**src/rtl/core/bpskm_pkg.sv**
```systemverilog
package bpskm_pkg;

  // Register indexes on the configuration channel.
  localparam int unsigned CFG_INDEX_W = 8;
  localparam logic [CFG_INDEX_W-1:0] REG_PHASE_STEP      = 8'd0;
  localparam logic [CFG_INDEX_W-1:0] REG_AMPLITUDE_SCALE = 8'd1;

  localparam int unsigned STEP_W = 32;
  localparam int unsigned AMP_W  = 15;
  localparam int unsigned ANGLE_W = 32;

  localparam logic [STEP_W-1:0] PHASE_STEP_RESET      = 32'h4000_0000;
  localparam logic [AMP_W-1:0]  AMPLITUDE_SCALE_RESET = 15'd32767;

  // CORDIC gain 0.6072529350 in Q31.
  localparam int unsigned GAIN_W = 31;
  localparam logic [GAIN_W-1:0] GAIN_Q31 = 31'd1304065748;

  // Fraction bits kept below the output LSB.
  localparam int unsigned GUARD_BITS = 14;

  // Longest CORDIC chain the angle table supports.
  localparam int unsigned TABLE_LEN = 24;

  // Quadrant codes.
  localparam logic [1:0] QUAD_0 = 2'd0;
  localparam logic [1:0] QUAD_1 = 2'd1;
  localparam logic [1:0] QUAD_2 = 2'd2;
  localparam logic [1:0] QUAD_3 = 2'd3;

  // Control travelling alongside each sample through the rotator.
  typedef struct packed {
    logic       valid;
    logic [1:0] quad;
  } ctl_t;

  // atan(2^-i) as a fraction of a turn, scaled by 2^32.
  function automatic logic [ANGLE_W-1:0] atan_turn(input logic [4:0] idx);
    logic [ANGLE_W-1:0] t;
    case (idx)
      5'd0:  t = 32'h2000_0000;
      5'd1:  t = 32'h12E4_051E;
      5'd2:  t = 32'h09FB_385B;
      5'd3:  t = 32'h0511_11D4;
      5'd4:  t = 32'h028B_0D43;
      5'd5:  t = 32'h0145_D7E1;
      5'd6:  t = 32'h00A2_F61E;
      5'd7:  t = 32'h0051_7C55;
      5'd8:  t = 32'h0028_BE53;
      5'd9:  t = 32'h0014_5F2F;
      5'd10: t = 32'h000A_2F98;
      5'd11: t = 32'h0005_17CC;
      5'd12: t = 32'h0002_8BE6;
      5'd13: t = 32'h0001_45F3;
      5'd14: t = 32'h0000_A2FA;
      5'd15: t = 32'h0000_517D;
      5'd16: t = 32'h0000_28BE;
      5'd17: t = 32'h0000_145F;
      5'd18: t = 32'h0000_0A30;
      5'd19: t = 32'h0000_0518;
      5'd20: t = 32'h0000_028C;
      5'd21: t = 32'h0000_0146;
      5'd22: t = 32'h0000_00A3;
      5'd23: t = 32'h0000_0051;
      default: t = '0;
    endcase
    return t;
  endfunction

endpackage

```
**src/rtl/core/bpskm_cordic_cell.sv**
```systemverilog
// One micro-rotation of the rotation-mode CORDIC, registered.
module bpskm_cordic_cell #(
  parameter int IDX = 0,
  parameter int XW  = 32
) (
  input  logic                                clk,
  input  logic                                rst_n,
  input  logic                                en,
  input  bpskm_pkg::ctl_t                     ctl_in,
  input  logic signed [XW-1:0]                x_in,
  input  logic signed [XW-1:0]                y_in,
  input  logic signed [bpskm_pkg::ANGLE_W-1:0] z_in,
  output bpskm_pkg::ctl_t                     ctl_out,
  output logic signed [XW-1:0]                x_out,
  output logic signed [XW-1:0]                y_out,
  output logic signed [bpskm_pkg::ANGLE_W-1:0] z_out
);

  localparam logic [bpskm_pkg::ANGLE_W-1:0] ANGLE = bpskm_pkg::atan_turn(5'(IDX));

  bpskm_pkg::ctl_t                      ctl_r;
  logic signed [XW-1:0]                 x_r, x_nxt;
  logic signed [XW-1:0]                 y_r, y_nxt;
  logic signed [bpskm_pkg::ANGLE_W-1:0] z_r, z_nxt;
  logic signed [XW-1:0]                 dx, dy;

  always_comb begin
    dx = y_in >>> IDX;
    dy = x_in >>> IDX;
    // Rotate towards zero residual angle; both updates use the old vector.
    if (!z_in[bpskm_pkg::ANGLE_W-1]) begin
      x_nxt = x_in - dx;
      y_nxt = y_in + dy;
      z_nxt = z_in - $signed(ANGLE);
    end else begin
      x_nxt = x_in + dx;
      y_nxt = y_in - dy;
      z_nxt = z_in + $signed(ANGLE);
    end
  end

  always_ff @(posedge clk) begin
    if (!rst_n) begin
      ctl_r <= '0;
    end else if (en) begin
      ctl_r <= ctl_in;
    end
  end

  always_ff @(posedge clk) begin
    if (en) begin
      x_r <= x_nxt;
      y_r <= y_nxt;
      z_r <= z_nxt;
    end
  end

  assign ctl_out = ctl_r;
  assign x_out   = x_r;
  assign y_out   = y_r;
  assign z_out   = z_r;

endmodule

```
**config.mk**
```make
export PLATFORM = sky130hd
export DESIGN_NAME = bpskm_cordic_cell
export DESIGN_NICKNAME = d
export VERILOG_FILES = /design/src/rtl/core/bpskm_pkg.sv /design/src/rtl/core/bpskm_cordic_cell.sv
export SDC_FILE = /design/constraint.sdc
export NUM_CORES = 1
export LEC_CHECK = 0
export BUFFER_PORTS_ARGS = -buffer_cell sky130_fd_sc_hd__buf_4
export CAP_MARGIN = 20
export CORE_ASPECT_RATIO = 1.25
export CORE_MARGIN = 4
export CORE_UTILIZATION = 50
export DETAILED_ROUTE_END_ITERATION = 10
export HOLD_SLACK_MARGIN = 0.03
export MAX_ROUTING_LAYER = met4
export PLACE_DENSITY = 0.78
export SLEW_MARGIN = 15
export SYNTH_ARGS = -nofsm -noshare
export SYNTH_HDL_FRONTEND = slang
export SYNTH_SLANG_ARGS = --single-unit
```
**constraint.sdc**
```tcl
create_clock -name clk -period 3 [get_ports clk]
set_clock_uncertainty 0.15 [all_clocks]
set_input_delay 0.3 -clock clk [delete_from_list [all_inputs] [get_ports clk]]
set_output_delay 0.3 -clock clk [all_outputs]
set_load 0.05 [all_outputs]
```
==> Flow_metrics.wiki <==
{| class="wikitable"
! Metric !! Value
|-
| Path depth of the worst reg2reg path || 2
|-
| Non-filler instance count after layout || 1534
|-
| Residual DRC count || 0
|-
| Vias after detailed routing || 8629
|-
| Number of failing setup endpoints in the final timing report || 0
|-
| Placed inst area || 11300 um2
|-
| WL per Instance || 19.8 um
|-
| CTS clock-pin slew for the worst setup and hold paths || 0.08 ns
|-
| Max-slew headroom || 0.517
|-
| Crit end category || register
|-
| Number of distinct library cells after synthesis || 72
|-
| Floorplan row count || 53
|-
| Commonest register cell after synthesis || sky130_fd_sc_hd__edfxtp_1
|-
| Initial antenna violation count || 0
|-
| TritonCTS clock tree || done
|-
| Synthesized Nets || 1158
|-
| Number of diodes || 0
|-
| Hold Violations, Final || 0
|-
| CP max FO || 3
|-
| Core Box Area || 16800 um2
|-
| Total standard cell area after synthesis || 8550 um2
|-
| Clock latency at the later pin of the worst-skew pair || 0.36 ns
|-
| Congestion Overflow GR || 0
|-
| Max Cap Viol || 0
|-
| Via count of the first global-routing pass || 8769
|-
| Half-perimeter wire length after placement || 23.5 mm
|-
| Part of the Yosys area used for sequential elements || 0.341
|-
| Max Fclk || 346 MHz
|-
| CP Data Required Time || 2.96 ns
|-
| Clock root buffer || sky130_fd_sc_hd__clkbuf_16
|-
| Worst path arrival time || 2.86 ns
|-
| Worst reg2reg endpoint || ctl_out[2]
|-
| Count of routing violations after the opening detailed-route iteration || 630
|-
| Number of cells produced by synthesis || 951
|-
| Chip width || 125 um
|-
| Sink count of the clock tree || 98
|-
| Pwr Density || 480 nW/um2
|-
| ANT nets after route || 0
|-
| Internal reg-to-reg setup slack || 2.10 ns
|-
| Type of element launching the critical path || input port
|-
| Total global-route track usage || 0.316
|-
| Final routed wirelength across all metal layers || 30.4 mm
|-
| Start point of the worst hold path || z_in[29]
|-
| Outcome || completed
|-
| Final instance area || 12000 um2
|-
| Area grow syn2layout || 40.8%
|-
| CTS max path bufs || 2
|-
| Starting density of the core || 0.508
|-
| Post-synth ARST share || 0
|-
| Launch point of the worst reg-to-reg path || ctl_out[2]
|-
| Highest ir drop seen on vdd || 0.323 mV
|-
| Minimum clock period || 2.89 ns
|-
| Total of warnings raised by yosys || 0
|-
| Total Nets Final || 1516
|-
| Die footprint || 19300 um2
|-
| Number of detailed-route iterations in the first pass || 6
|-
| Crit path capture || x_out[29]
|-
| Dpl cells || 1485
|-
| Number of buffers inserted during clock tree synthesis || 9
|-
| Die boundary height || 154 um
|-
| Share of layout cells above drive strength 1 || 0.321
|-
| Total of flip-flops plus latches after synthesis || 98
|-
| Synth Area per Inst || 8.99 um2
|-
| Worst-Margin Slew || 0.724 ns
|-
| Gp weighted congestion || 0.982
|-
| Total count of max-transition violations in the final report || 0
|-
| PortBufs || 200
|-
| Maximum number of pins on one net before global-route repair || 54
|-
| First-pass GRT wire length || 46.7 mm
|-
| Setup repair after global routing missed its margin || yes
|-
| Maximum level of the CTS H-tree || 3
|-
| Number of flops mapped to enable cells by yosys || 95
|-
| Io pins || 201
|-
| Sum of negative setup slack || 0 ns
|-
| Crit share post-route || 0.964
|-
| Post-DR vias/cell || 5.63
|-
| Hold/Removal Path Class || input port to register
|-
| Critical setup path kind || input port to register
|-
| Start point of the critical path || x_in[0]
|-
| Lkg Pwr || 5.56 nW
|}
worst max-delay path: stages:
cell	delay (ns)
sky130_fd_sc_hd__buf_4	0.12
sky130_fd_sc_hd__buf_4	0.14
sky130_fd_sc_hd__inv_1	0.05
sky130_fd_sc_hd__ha_1	0.26
sky130_fd_sc_hd__nor2b_4	0.07
sky130_fd_sc_hd__o2111ai_2	0.23
sky130_fd_sc_hd__nand3b_2	0.13
sky130_fd_sc_hd__a211o_1	0.39
sky130_fd_sc_hd__a2111oi_4	0.39
sky130_fd_sc_hd__o21bai_1	0.18
sky130_fd_sc_hd__a2111oi_2	0.38
sky130_fd_sc_hd__a21oi_1	0.09
sky130_fd_sc_hd__xnor2_1	0.13
synth_stat cells (13+ instances only):
master	n	area, um2
sky130_fd_sc_hd__a21oi_1	122	611
sky130_fd_sc_hd__xnor2_1	57	499
sky130_fd_sc_hd__nor3_1	21	105
sky130_fd_sc_hd__o21bai_1	17	128
sky130_fd_sc_hd__inv_1	87	327
sky130_fd_sc_hd__edfxtp_1	95	2850
sky130_fd_sc_hd__nor2_1	88	330
sky130_fd_sc_hd__nor2b_1	13	81.3
sky130_fd_sc_hd__clkbuf_1	23	86.3
sky130_fd_sc_hd__o21ai_0	46	230
sky130_fd_sc_hd__ha_1	102	1280
sky130_fd_sc_hd__nand3_1	14	70.1
sky130_fd_sc_hd__nand2_1	38	143
sky130_fd_sc_hd__mux2i_1	13	130
sky130_fd_sc_hd__a21o_1	23	173
how the worst min path moves through the flow:
| stage | end | slack, ns | depth (start not counted) |
|---|---|---|---|
| global route | z_out[29] | 0.07 | 2 |
| global placement | z_out[28] | 0.33 | 1 |
| floorplan | z_out[0] | 0.25 | 0 |
| CTS | ctl_out[0] | 0.04 | 3 |
| finish | z_out[29] | 0.07 | 2 |
| detailed placement | z_out[22] | 0.33 | 1 |
where the power goes:
part	switching [W]	internal [W]
Sequential	0.0000746	0.00175
Clock	0.000608	0.000595
Combinational	0.00172	0.00103
kinds of logic (layout without fill, tap and decap cells):
family / after synthesis / in the layout / synth area share
AOI/OAI and AO/OA: 312 / 312 / 0.236
xor gates and xnor gates: 62 / 62 / 0.0635
adders and majority gates: 105 / 105 / 0.156
buffers and inverters: 140 / 503 / 0.0652
DFF: 98 / 98 / 0.341
muxes: 15 / 15 / 0.0178
and+or+nand+nor: 219 / 219 / 0.121
per-stage QoR:
step	power (W)	setup slack, ns	util	hold WS [ns]
floorplan	0.00345	0.000616	-	0.249
global placement	0.00446	-0.314	0.673	0.328
detailed placement	0.00449	-0.364	0.673	0.330
CTS	0.00572	0.00333	0.709	0.0411
global route	0.00602	0.00441	0.715	0.0686
finish	0.00578	0.109	0.715	0.0695
timing repair:
action | CTS | global route
hold buffers | 30 | 0
hold endpoints to repair | 31 | 0
buffers inserted | 0 | 3
endpoints found under the setup margin | 0 | 7
resized for setup | 0 | 14
area by class of cell:
| type | instances | area (um2) |
|---|---|---|
| inverters | 98 | 368 |
| flip-flops and latches | 98 | 2910 |
| repair buffers | 389 | 3020 |
| clock buffers | 9 | 225 |
| clock inverters | 7 | 76.3 |
| multi-input cells | 713 | 5170 |
| fillers | 1372 | 4800 |
| well taps | 220 | 275 |
state kept, by name, summed over array words and instances, names as in the netlist:
signal,count
ctl_out,3
x_out,32
y_out,31
z_out,32
placed cells by master, fill, tap and decap left out, drive strengths merged, types with 14 or more instances in the layout:
cell type / instances
edfxtp: 95
a21oi: 124
o21bai: 17
a21o: 23
inv: 99
nand2: 40
dlygate4sd3: 30
nand3: 15
o21ai: 59
nor3: 21
xnor2: 57
nor2: 88
ha: 102
nor2b: 14
buf: 359
routing by layer:
layer / wire length [um] / part of all wire / GRT usage / up-vias
met4: 1460 / 0.048 / 0.147 / 0
met2: 15800 / 0.52 / 0.575 / 362
li1: - / - / - / 4119
met3: 1680 / 0.055 / 0.0473 / 102
met1: 11500 / 0.38 / 0.336 / 4046
met5: 0 / 0 / - / -
Note: power is estimated with default switching activity, not from simulation.
